File: config.mk
export PLATFORM = sky130hd
export DESIGN_NAME = humidity_temperature_frame_decode
export DESIGN_NICKNAME = d
export VERILOG_FILES = /design/src/rtl/core/hte_pkg.sv /design/src/rtl/core/hte_front.sv /design/src/rtl/core/hte_queue.sv /design/src/rtl/core/hte_back.sv /design/src/rtl/core/humidity_temperature_frame_decode.sv
export SDC_FILE = /design/constraint.sdc
export NUM_CORES = 1
export LEC_CHECK = 0
export BUFFER_PORTS_ARGS = -buffer_cell sky130_fd_sc_hd__buf_2
export CAP_MARGIN = 30
export CORE_MARGIN = 2
export CORE_UTILIZATION = 40
export CTS_CLUSTER_SIZE = 16
export DETAILED_ROUTE_END_ITERATION = 6
export PLACE_DENSITY = 0.61
export SYNTH_ARGS = -nofsm -noshare
export SYNTH_HDL_FRONTEND = slang
export SYNTH_HIERARCHICAL = 1
export SYNTH_SLANG_ARGS = --single-unit
File: constraint.sdc
create_clock -name clk -period 6.65 [get_ports clk]
set_input_delay 0.3325 -clock clk [delete_from_list [all_inputs] [get_ports clk]]
set_output_delay 0.3325 -clock clk [all_outputs]
set_load 0.01 [all_outputs]
File: src/rtl/core/hte_pkg.sv
// Shared types and constants for the humidity/temperature frame decoder.
// No dependencies; used by every module of the block.
`default_nettype none

package hte_pkg;

  localparam int unsigned FRAME_BYTES = 7;
  localparam logic [2:0]  FRAME_LAST_IDX = 3'(FRAME_BYTES - 1);

  localparam logic [7:0]  CRC_INIT = 8'hFF;
  localparam logic [7:0]  BUSY_MASK = 8'h80;
  localparam logic [7:0]  NIBBLE_MASK = 8'h0F;

  localparam logic [10:0] TEMP_MUL = 11'd1250;
  localparam logic [16:0] TEMP_BIAS = 17'd5000;
  localparam logic [9:0]  HUMI_MUL = 10'd625;
  localparam logic [13:0] HUMI_MAX = 14'd9999;

  // Frame status codes
  localparam logic [1:0] STATUS_OK    = 2'd0;
  localparam logic [1:0] STATUS_BUSY  = 2'd1;
  localparam logic [1:0] STATUS_CRC   = 2'd2;
  localparam logic [1:0] STATUS_FAULT = 2'd3;

  // Configuration register indexes
  localparam logic [1:0] CFG_CRC_POLY  = 2'd0;
  localparam logic [1:0] CFG_TEMP_TRIM = 2'd1;
  localparam logic [1:0] CFG_HUMI_TRIM = 2'd2;

  localparam logic [7:0] CRC_POLY_RESET = 8'h31;

  // One classified frame, handed from the front end to the converter
  typedef struct packed {
    logic [1:0]  status;
    logic [19:0] raw_temp;
    logic [19:0] raw_humi;
  } frame_rec_t;

  // Push side of the frame queue
  typedef struct packed {
    logic       push;
    frame_rec_t rec;
  } frame_push_t;

endpackage

`default_nettype wire

File: src/rtl/core/hte_front.sv
// Byte front end: frame index, CRC-8, flags and raw field assembly.
// Depends on hte_pkg; pushes one record per completed frame.
`default_nettype none

module hte_front (
  input  wire logic               clk,
  input  wire logic               rst_n,
  input  wire logic               accept,
  input  wire logic [7:0]         rx_byte,
  input  wire logic               frame_start,
  input  wire logic               bus_fault,
  input  wire logic [7:0]         crc_poly,
  output hte_pkg::frame_push_t    push_o
);

  logic [2:0]  idx_r;
  logic [7:0]  crc_r;
  logic        busy_r;
  logic        fault_r;
  logic [19:0] raw_humi_r;
  logic [19:0] raw_temp_r;

  logic [2:0]  base_idx;
  logic [7:0]  base_crc;
  logic        base_busy;
  logic        base_fault;
  logic [7:0]  crc_nxt;
  logic        fault_acc;
  logic        last_byte;
  logic [1:0]  status;

  function automatic logic [7:0] crc8_step(input logic [7:0] crc,
                                           input logic [7:0] data,
                                           input logic [7:0] poly);
    logic [7:0] c;
    c = crc ^ data;
    for (int i = 0; i < 8; i++) begin
      if (c[7]) begin
        c = {c[6:0], 1'b0} ^ poly;
      end else begin
        c = {c[6:0], 1'b0};
      end
    end
    return c;
  endfunction

  always_comb begin
    // A start marker restarts the frame and takes this byte as byte 0
    base_idx   = frame_start ? 3'd0 : idx_r;
    base_crc   = frame_start ? hte_pkg::CRC_INIT : crc_r;
    base_busy  = frame_start ? 1'b0 : busy_r;
    base_fault = frame_start ? 1'b0 : fault_r;
    crc_nxt    = crc8_step(base_crc, rx_byte, crc_poly);
    fault_acc  = base_fault | bus_fault;
    last_byte  = (base_idx == hte_pkg::FRAME_LAST_IDX);

    if (fault_acc) begin
      status = hte_pkg::STATUS_FAULT;
    end else if (base_busy) begin
      status = hte_pkg::STATUS_BUSY;
    end else if (crc_nxt != 8'd0) begin
      status = hte_pkg::STATUS_CRC;
    end else begin
      status = hte_pkg::STATUS_OK;
    end

    push_o.push          = accept & last_byte;
    push_o.rec.status    = status;
    push_o.rec.raw_temp  = raw_temp_r;
    push_o.rec.raw_humi  = raw_humi_r;
  end

  always_ff @(posedge clk) begin
    if (!rst_n) begin
      idx_r   <= 3'd0;
      crc_r   <= hte_pkg::CRC_INIT;
      busy_r  <= 1'b0;
      fault_r <= 1'b0;
    end else if (accept) begin
      if (last_byte) begin
        idx_r   <= 3'd0;
        crc_r   <= hte_pkg::CRC_INIT;
        busy_r  <= 1'b0;
        fault_r <= 1'b0;
      end else begin
        idx_r   <= base_idx + 3'd1;
        crc_r   <= crc_nxt;
        busy_r  <= (base_idx == 3'd0) ? ((rx_byte & hte_pkg::BUSY_MASK) != 8'd0)
                                      : base_busy;
        fault_r <= fault_acc;
      end
    end
  end

  always_ff @(posedge clk) begin
    if (accept) begin
      unique case (base_idx)
        3'd1: raw_humi_r <= {rx_byte, 12'd0};
        3'd2: raw_humi_r <= {raw_humi_r[19:12], rx_byte, 4'd0};
        3'd3: begin
          raw_humi_r <= {raw_humi_r[19:4], rx_byte[7:4]};
          raw_temp_r <= {4'(rx_byte & hte_pkg::NIBBLE_MASK), 16'd0};
        end
        3'd4: raw_temp_r <= {raw_temp_r[19:16], rx_byte, 8'd0};
        3'd5: raw_temp_r <= {raw_temp_r[19:8], rx_byte};
        default: begin
        end
      endcase
    end
  end

endmodule

`default_nettype wire

File: src/rtl/core/hte_queue.sv
// Small frame record queue between the front end and the converter.
// Depends on hte_pkg for the record type.
`default_nettype none

module hte_queue #(
  parameter int unsigned DEPTH = 2
) (
  input  wire logic                 clk,
  input  wire logic                 rst_n,
  input  wire hte_pkg::frame_push_t push_i,
  input  wire logic                 pop,
  output hte_pkg::frame_rec_t       pop_data,
  output logic                      empty,
  output logic                      full
);

  localparam int unsigned PTR_W = (DEPTH > 1) ? $clog2(DEPTH) : 1;
  localparam int unsigned CNT_W = $clog2(DEPTH + 1);

  hte_pkg::frame_rec_t mem [DEPTH];
  logic [PTR_W-1:0]    wr_ptr_r;
  logic [PTR_W-1:0]    rd_ptr_r;
  logic [CNT_W-1:0]    count_r;
  logic                do_push;
  logic                do_pop;

  assign empty    = (count_r == CNT_W'(0));
  assign full     = (count_r == CNT_W'(DEPTH));
  assign do_push  = push_i.push & ~full;
  assign do_pop   = pop & ~empty;
  assign pop_data = mem[rd_ptr_r];

  always_ff @(posedge clk) begin
    if (do_push) begin
      mem[wr_ptr_r] <= push_i.rec;
    end
  end

  always_ff @(posedge clk) begin
    if (!rst_n) begin
      wr_ptr_r <= '0;
      rd_ptr_r <= '0;
      count_r  <= '0;
    end else begin
      if (do_push) begin
        wr_ptr_r <= (wr_ptr_r == PTR_W'(DEPTH - 1)) ? '0 : wr_ptr_r + PTR_W'(1);
      end
      if (do_pop) begin
        rd_ptr_r <= (rd_ptr_r == PTR_W'(DEPTH - 1)) ? '0 : rd_ptr_r + PTR_W'(1);
      end
      if (do_push && !do_pop) begin
        count_r <= count_r + CNT_W'(1);
      end else if (do_pop && !do_push) begin
        count_r <= count_r - CNT_W'(1);
      end
    end
  end

endmodule

`default_nettype wire

File: src/rtl/core/hte_back.sv
// Converter back end: scale, offset and clamp, last-good hold, output register.
// Depends on hte_pkg; pops frame records from hte_queue.
`default_nettype none

module hte_back (
  input  wire logic                clk,
  input  wire logic                rst_n,
  input  wire logic                q_empty,
  input  wire hte_pkg::frame_rec_t q_data,
  output logic                     q_pop,
  input  wire logic [14:0]         temp_trim,
  input  wire logic [14:0]         humi_trim,
  output logic                     out_valid,
  input  wire logic                out_stall,
  output logic [1:0]               out_status,
  output logic signed [15:0]       out_temperature,
  output logic [13:0]              out_humidity
);

  // Stage 1: products
  logic        s1_valid_r;
  logic [1:0]  s1_status_r;
  logic [30:0] t_prod_r;
  logic [29:0] h_prod_r;

  // Last good values
  logic [15:0] last_temp_r;
  logic [13:0] last_humi_r;

  // Output register
  logic        out_valid_r;
  logic [1:0]  out_status_r;
  logic [15:0] out_temp_r;
  logic [13:0] out_humi_r;

  logic        out_free;
  logic        s1_move;
  logic        s1_ready;
  logic signed [16:0] t_sum;
  logic signed [16:0] h_sum;
  logic [13:0] h_clamped;
  logic        frame_ok;

  assign out_free = ~out_valid_r | ~out_stall;
  assign s1_move  = s1_valid_r & out_free;
  assign s1_ready = ~s1_valid_r | out_free;
  assign q_pop    = ~q_empty & s1_ready;
  assign frame_ok = (s1_status_r == hte_pkg::STATUS_OK);

  always_comb begin
    t_sum = signed'({2'b00, t_prod_r[30:16]}) - signed'(hte_pkg::TEMP_BIAS)
          + signed'({{2{temp_trim[14]}}, temp_trim});
    h_sum = signed'({3'b000, h_prod_r[29:16]})
          + signed'({{2{humi_trim[14]}}, humi_trim});
    if (h_sum < 17'sd0) begin
      h_clamped = 14'd0;
    end else if (h_sum > signed'({3'b000, hte_pkg::HUMI_MAX})) begin
      h_clamped = hte_pkg::HUMI_MAX;
    end else begin
      h_clamped = h_sum[13:0];
    end
  end

  always_ff @(posedge clk) begin
    if (!rst_n) begin
      s1_valid_r <= 1'b0;
    end else if (s1_ready) begin
      s1_valid_r <= q_pop;
    end
  end

  always_ff @(posedge clk) begin
    if (q_pop) begin
      s1_status_r <= q_data.status;
      t_prod_r    <= 31'(q_data.raw_temp) * 31'(hte_pkg::TEMP_MUL);
      h_prod_r    <= 30'(q_data.raw_humi) * 30'(hte_pkg::HUMI_MUL);
    end
  end

  always_ff @(posedge clk) begin
    if (!rst_n) begin
      last_temp_r <= 16'd0;
      last_humi_r <= 14'd0;
      out_valid_r <= 1'b0;
    end else begin
      if (s1_move) begin
        out_valid_r <= 1'b1;
        if (frame_ok) begin
          last_temp_r <= t_sum[15:0];
          last_humi_r <= h_clamped;
        end
      end else if (!out_stall) begin
        out_valid_r <= 1'b0;
      end
    end
  end

  // Error frames repeat the last good values
  always_ff @(posedge clk) begin
    if (s1_move) begin
      out_status_r <= s1_status_r;
      out_temp_r   <= frame_ok ? t_sum[15:0] : last_temp_r;
      out_humi_r   <= frame_ok ? h_clamped : last_humi_r;
    end
  end

  assign out_valid       = out_valid_r;
  assign out_status      = out_status_r;
  assign out_temperature = signed'(out_temp_r);
  assign out_humidity    = out_humi_r;

endmodule

`default_nettype wire

File: src/rtl/core/humidity_temperature_frame_decode.sv
// Humidity/temperature sensor reply decoder, top level.
// Channels: input bytes (in_valid/in_stall) carry rx_byte, frame_start and
// bus_fault; results (out_valid/out_stall) carry status, temperature in
// 0.01 C and humidity in 0.01 %. The cfg port writes crc_poly (index 0),
// the temperature trim (index 1) and the humidity trim (index 2); the user
// must see that they are taken only while idle, which the block does not
// enforce. One byte is taken every cycle while in_stall is low. A frame is
// seven bytes; the seventh byte produces one result, which passes through
// the queue pop, the multiply stage and the output register to out_valid.
// Front end and converter are parted by a QUEUE_DEPTH record queue, so the
// front end keeps taking bytes while a result waits at the output.
// When the receiver stalls, the result holds, the converter stops, and
// in_stall rises only once the queue is full.
// Synchronous reset clears the frame state, the last good values, the
// queue and the configuration registers to their defaults.
// Depends on hte_pkg, hte_front, hte_queue and hte_back.
`default_nettype none

module humidity_temperature_frame_decode #(
  parameter int unsigned QUEUE_DEPTH = 2
) (
  input  wire logic               clk,
  input  wire logic               rst_n,
  input  wire logic               in_valid,
  output logic                    in_stall,
  input  wire logic [7:0]         in_rx_byte,
  input  wire logic               in_frame_start,
  input  wire logic               in_bus_fault,
  output logic                    out_valid,
  input  wire logic               out_stall,
  output logic [1:0]              out_status,
  output logic signed [15:0]      out_temperature,
  output logic [13:0]             out_humidity,
  input  wire logic               cfg_we,
  input  wire logic [1:0]         cfg_index,
  input  wire logic [14:0]        cfg_wdata
);

  logic [7:0]  crc_poly_r;
  logic [14:0] temp_trim_r;
  logic [14:0] humi_trim_r;

  logic                 accept;
  logic                 q_full;
  logic                 q_empty;
  logic                 q_pop;
  hte_pkg::frame_push_t push;
  hte_pkg::frame_rec_t  q_data;

  assign in_stall = q_full;
  assign accept   = in_valid & ~q_full;

  always_ff @(posedge clk) begin
    if (!rst_n) begin
      crc_poly_r  <= hte_pkg::CRC_POLY_RESET;
      temp_trim_r <= 15'd0;
      humi_trim_r <= 15'd0;
    end else if (cfg_we) begin
      unique case (cfg_index)
        hte_pkg::CFG_CRC_POLY:  crc_poly_r  <= cfg_wdata[7:0];
        hte_pkg::CFG_TEMP_TRIM: temp_trim_r <= cfg_wdata;
        hte_pkg::CFG_HUMI_TRIM: humi_trim_r <= cfg_wdata;
        default: begin
        end
      endcase
    end
  end

  hte_front u_front (
    .clk         (clk),
    .rst_n       (rst_n),
    .accept      (accept),
    .rx_byte     (in_rx_byte),
    .frame_start (in_frame_start),
    .bus_fault   (in_bus_fault),
    .crc_poly    (crc_poly_r),
    .push_o      (push)
  );

  hte_queue #(
    .DEPTH (QUEUE_DEPTH)
  ) u_queue (
    .clk      (clk),
    .rst_n    (rst_n),
    .push_i   (push),
    .pop      (q_pop),
    .pop_data (q_data),
    .empty    (q_empty),
    .full     (q_full)
  );

  hte_back u_back (
    .clk             (clk),
    .rst_n           (rst_n),
    .q_empty         (q_empty),
    .q_data          (q_data),
    .q_pop           (q_pop),
    .temp_trim       (temp_trim_r),
    .humi_trim       (humi_trim_r),
    .out_valid       (out_valid),
    .out_stall       (out_stall),
    .out_status      (out_status),
    .out_temperature (out_temperature),
    .out_humidity    (out_humidity)
  );

endmodule

`default_nettype wire

; Yosys cells after proc, flatten, opt, wreduce, memory -nomap -nowiden
; Memory sizes are Yosys's and may differ from the RTL's. A register that Yosys moved wholly into a read port is not among the register bits.
; Cells that the tools add are included.
[word_totals]
elab_cells = 135
output_inout_bits = 34
regBits = 221
n_memories = 1
ram_bits = 84
input_bits = 32
[memory_table]
columns = name, depth, width, read_ports, rd_ports_with_merged_regs, write_ports, line
row1 = u_queue.mem, 2, 42, 1, 1, 1, hte_queue.sv:20  ; hte_pkg::frame_rec_t mem [DEPTH];
[classes]
mux = 36
magnitude_cmp = 2
bitwise_logic = 27
eq_ne = 10
n_reduce_logical = 23
addsub = 8
mul = 2
[op_table]
columns = operator, n
row1 = 20-bit case mux with 3 select lines, 2
row2 = 8-bit two-way mux, 10
row3 = 8-bit bitwise XOR, 9
row4 = 20-bit by 10-bit multiplier with 30-bit output (second input constant), 2
row5 = 14-bit two-way mux, 3
row6 = 17-bit by 15-bit greater-than comparator with 1-bit output (second input constant), 1
row7 = 17-bit by 1-bit < comparator with 1-bit output (second input constant), 1
row8 = 15-bit by 15-bit adder with 16-bit output, 1
row9 = 16-bit by 15-bit adder with 16-bit output, 1
row10 = 16-bit two-way mux, 1
row11 = 15-bit by 13-bit subtractor with 16-bit output (second input constant), 1
row12 = 1-bit two-way mux, 13
row13 = 2-bit two-way mux, 5
row14 = 2-bit AND reduction, 5
row15 = 3-bit equality test (second input constant), 3
row16 = 1-bit NOT, 9
row17 = 4-bit AND reduction, 2
row18 = 8-bit nonzero test, 1
row19 = 1-bit bitwise AND, 6
row20 = 3-bit by 2-bit equality test with 1-bit output (second input constant), 2
row21 = 2-bit logical NOT, 3
row22 = 3-bit two-way mux, 2
row23 = 3-bit AND reduction, 2
row24 = 2-bit nonzero test, 3
row25 = 13 further kinds, 20

; Depth between registers and ports, before layout
[logic_depth]
word_depth = 22
ltp_mapped = 24
mapped_depth_nobuf = 22

; Cells and area by module
; Netlist, hierarchy kept.
[modules_own_cells]
columns = module, cells_each, seq_area_each_um2, instances, area_each_um2
row1 = hte_back, 1086, 2532.4, 1, 10631.4
row2 = hte_front, 469, 1461.4, 1, 4095.2
row3 = hte_queue, 156, 2622.5, 1, 3254.4
row4 = humidity_temperature_frame_decode, 147, 760.7, 1, 1473.9

; Worst setup path before layout
; Ideal clock, no wire load.
[synth_timing]
path_kind = flip-flop to flip-flop
from = reg with a tool-made name
to = reg u_back.t_prod_r[29], data pin
t_required_ns = 6.388
period_less_slack_ns = 5.269
path_buffers = 2
setup_time_ns = 0.262
arrival_ns = 5.007
path_slack_ns = 1.381
stages_incl_launch_ff = 23
path_cell_list = dfxtp_1 -> buf_2 -> buf_2 -> mux2_2 -> inv_1 -> fa_1 -> inv_1 -> ha_1 -> fa_1 -> ha_1 -> inv_1 -> fa_1 -> inv_1 -> ha_1 -> a21o_1 -> a31o_2 -> nand3_1 -> a31oi_1 -> a31oi_1 -> a21oi_1 -> a41oi_1 -> a21oi_1 -> xor2_1
[synth_lines]
columns = element, line
row1 = end signal: assignment, hte_back.sv:75  ; t_prod_r <= 31'(q_data.raw_temp) * 31'(hte_pkg::TEMP_MUL);
row2 = end: declaration, hte_back.sv:23  ; logic [30:0] t_prod_r;

==> results.py <==
metrics = {
    "logic_synthesis": {
        "synth-edff-count": 187,
        "yosys_register_bits": 275,
        "synth.area.mux_share": 0.0483,
        "yosys_most_used_dff": "sky130_fd_sc_hd__edfxtp_1",
        "synthTopCellsByArea": "sky130_fd_sc_hd__edfxtp_1 29%, sky130_fd_sc_hd__ha_1 13%, sky130_fd_sc_hd__fa_1 9.7%",
        "synth-xor-area-share": 0.0414,
        "netlist_area_um2": 19500,
        "synthesis.yosys.warnings": 6,
        "postSynth.asyncResetShare": 0,
        "combinational_family_with_the_most_area_after_synthesis": "adder cells",
        "yosys.area.top_type_share": 0.289,
        "synthesis.instances": 1858,
        "synth_cell_type_count": 96,
        "seq_area_frac_synth": 0.379,
        "synthesis.nets": 2189,
        "synthAdderAreaFrac": 0.229,
        "postSynthAreaPerCell_um2": 10.5,
        "synth-compound-area-share": 0.123,
        "synth.largest_area_cell": "sky130_fd_sc_hd__edfxtp_1",
        "synth-simple-area-share": 0.112,
    },
    "route": {
        "drt_iter0_markers": 763,
        "detail_route.drc_violations": 0,
        "drt-total-wl_um": 40400,
        "wire_per_inst_um": 15.8,
        "route.antenna.remaining_nets": 0,
        "dr_total_vias": 13058,
        "detail_route.first_pass.iterations": 6,
        "detail_route.vias_per_cell": 5.12,
    },
    "pwr": {
        "net-switching-power_mw": 1.11,
        "proportion_of_power_drawn_by_flip_flops_and_latches": 0.442,
        "design_power_total_mw": 4.25,
        "combinationalPowerShare": 0.164,
        "power.leakage_nw": 9.26,
        "p_clk_frac": 0.394,
        "sw_frac_of_total": 0.260,
        "ir_worst_vdd_mv": 0.192,
        "internal_power_mw": 3.14,
        "cellPowerDensity_nw_per_um2": 198,
    },
    "floorplanning": {
        "start_util": 0.407,
        "top_level_ports": 66,
        "floorplan.core_area_um2": 47800,
        "die_h_um": 225,
        "die_outline_area_um2": 50400,
        "die_width_um": 225,
        "num_rows": 80,
    },
    "clock_tree": {
        "clock_latency_ns": 0.55,
        "cts.repair_timing.setup_buffer_count": 0,
        "clkTransAtPathRegs_ns": 0.06,
        "cts_hold_buffers": 0,
        "tritoncts": "yes",
        "cts_htree_levels": 1,
        "clock-root-buffer": "sky130_fd_sc_hd__clkbuf_16",
        "number_of_buffers_created_by_cts": 30,
        "post_cts.resized_instances": 0,
        "numClockSinks": 275,
        "cts_max_path_buffers": 3,
    },
    "final_layout": {
        "final_common_cell": "sky130_fd_sc_hd__inv_1",
        "layout-area-overhead-vs-synth_pct": 10.4,
        "total_of_fill_cells_in_the_finished_design": 4414,
        "most-common-layout-cells": "268 x sky130_fd_sc_hd__inv_1, 205 x sky130_fd_sc_hd__ha_1, 187 x sky130_fd_sc_hd__edfxtp_1, 178 x sky130_fd_sc_hd__nand2_1, 98 x sky130_fd_sc_hd__nor2_1",
        "final-instance-count-excl-fill": 2549,
        "finalNetCount": 2242,
        "ratio_of_cells_with_drive_above_1_in_the_final_layout": 0.120,
        "stdcell_area_um2": 21500,
        "finalCoreUtilization": 0.449,
        "antennaDiodeCount": 0,
    },
    "worst_setup_path": {
        "cp-start-kind": "flop",
        "worst_setup_path_end_kind": "flop",
        "data_arrival_time_of_the_critical_path_ns": 6.11,
        "timing.critical_path.fanout_max": 28,
        "crit_required_ns": 6.95,
        "timing.setup.critical_path_class": "flop to flop",
    },
    "placed_design": {
        "hpwl_um": 31300,
        "placement.io_buffers": 65,
        "placed_cells": 2494,
        "post_dp_cell_area_um2": 20500,
        "pre_cts_slack_ns": 0.770,
        "gpl.final_weighted_congestion": 0.874,
    },
    "global_routing": {
        "grt_antenna_before_repair": 0,
        "total_routing_usage_gr": 0.161,
        "wire_length_of_the_first_global_routing_pass_um": 66300,
        "grt_start_max_net_pins": 70,
        "global_route.overflow_total": 0,
        "vias_in_the_first_global_route": 13002,
    },
    "timing": {
        "rsz0062_at_grt": "false",
        "period_utilization_post_route": 0.873,
        "period_needed_ns": 5.81,
        "clock.fmax_ghz": 0.172,
        "report.final.slew_viol_count": 0,
        "tns_ns": 0,
        "timing.clock.skew_ns": 0.0189,
        "timing.final.ws_setup_ns": 0.844,
        "tightestPinTransition_ns": 0.922,
        "finalHoldViolCount": 0,
        "slew_headroom": 0.384,
        "finalSetupViolations": 0,
        "hold-worst-slack_ns": 0.0773,
    },
    "job": {
        "maxCapViolCount": 0,
    },
    "outcome": {
        "run_status": "completed",
    },
    "worst_hold_path": {
        "worstHoldPathType": "input pin to flop",
    },
}
[worst max-delay path, cell delays in order (launching register included)]
cell	delay, ns
sky130_fd_sc_hd__dfxtp_2	0.55
sky130_fd_sc_hd__buf_4	0.42
sky130_fd_sc_hd__mux2_2	0.27
sky130_fd_sc_hd__inv_1	0.10
sky130_fd_sc_hd__fa_1	0.54
sky130_fd_sc_hd__inv_1	0.04
sky130_fd_sc_hd__ha_1	0.26
sky130_fd_sc_hd__inv_1	0.05
sky130_fd_sc_hd__fa_1	0.53
sky130_fd_sc_hd__inv_1	0.05
sky130_fd_sc_hd__ha_1	0.32
sky130_fd_sc_hd__fa_1	0.48
sky130_fd_sc_hd__ha_1	0.32
sky130_fd_sc_hd__a21o_1	0.16
sky130_fd_sc_hd__a21o_1	0.17
sky130_fd_sc_hd__a221oi_1	0.31
sky130_fd_sc_hd__a21o_1	0.21
sky130_fd_sc_hd__o211ai_1	0.18
sky130_fd_sc_hd__nand3_1	0.14
sky130_fd_sc_hd__nand3b_1	0.12
sky130_fd_sc_hd__a211oi_1	0.26
sky130_fd_sc_hd__nor2_1	0.06
[state kept, by name, summed over array words and instances, names as in the netlist, 2 cells and up, named ones only]
register	cells
u_queue/count_r	2
u_back/out_status	2
u_front/raw_humi_r	20
u_queue/mem	84
u_front/raw_temp_r	20
u_back/out_temperature	16
u_back/last_humi_r	14
u_back/h_prod_r	14
u_back/s1_status_r	2
crc_poly_r	8
humi_trim_r	15
u_back/out_humidity	14
temp_trim_r	15
u_front/idx_r	3
u_front/crc_r	8
u_back/t_prod_r	15
u_back/last_temp_r	16
[cells by family (layout without fill, tap and decap cells)]
logic type | Yosys count | count (layout)
compound gates | 331 | 331
xor+xnor | 84 | 84
buf+inv | 331 | 407
mux | 88 | 88
simple gates | 450 | 450
flops | 275 | 275
fa+ha+maj | 299 | 299
[path summary, 6_finish.rpt]
check,startpoint,end,slack [ns],depth (start not counted)
setup / recovery,flop,u_back/h_prod_r[28],0.84,21
hold / removal,cfg_wdata[14],temp_trim_r[14],0.08,3
setup reg to reg,flop,u_back/h_prod_r[28],0.84,21
hold reg to reg,u_front/raw_temp_r[1],u_queue/mem[0][21],0.45,0
[area by class of cell]
type | count | area (µm²) | share of cell area
inverter | 271 | 1020 | 0.0474
multi-input combinational | 1252 | 10800 | 0.503
sequential | 275 | 7380 | 0.344
clock buffer | 43 | 872 | 0.0406
tap | 615 | 769 | 0.0358
clock inverter | 12 | 144 | 0.00670
timing repair buffer | 81 | 493 | 0.0230
[synth_stat cells, drive strengths merged (4+ instances only)]
library cell / count
o21a: 10
xor2: 30
a31o: 6
or3: 10
o2111ai: 5
nor3b: 7
a211oi: 19
and2: 42
nor4: 9
a21oi: 61
and3: 4
ha: 205
nor3: 32
or2: 5
nor2: 99
o22ai: 5
o311ai: 4
mux2i: 41
a21o: 25
o31ai: 17
o211ai: 16
a21boi: 19
dfxtp: 88
inv: 271
edfxtp: 187
mux2: 47
a31oi: 13
nand3b: 6
a2111oi: 8
fa: 94
nand3: 12
nand2b: 6
clkbuf: 40
nand4: 9
a32oi: 5
nand2: 178
o21ai: 77
xnor2: 52
nor2b: 18
buf: 20
a211o: 5
o221a: 4
o21bai: 8
[metal layers]
layer / vias to the layer above / part of all wire / GRT usage
met4: 0 / 0.019 / 0.0355
met2: 269 / 0.46 / 0.273
met1: 6189 / 0.48 / 0.225
met5: - / 0 / 0
li1: 6545 / - / -
met3: 55 / 0.040 / 0.0150
[power by group through the flow]
stage                     combinational, mW  sequential [mW]  clock, mW
final                                 0.696             1.88       1.67
after global routing                  0.756             1.88       1.77
after CTS                             0.688             1.88       1.71
after floorplan                       0.542             1.89          0
after global placement                0.675             1.91          0
after detailed placement              0.682             1.91          0
Note: power is estimated with default switching activity, not from simulation.
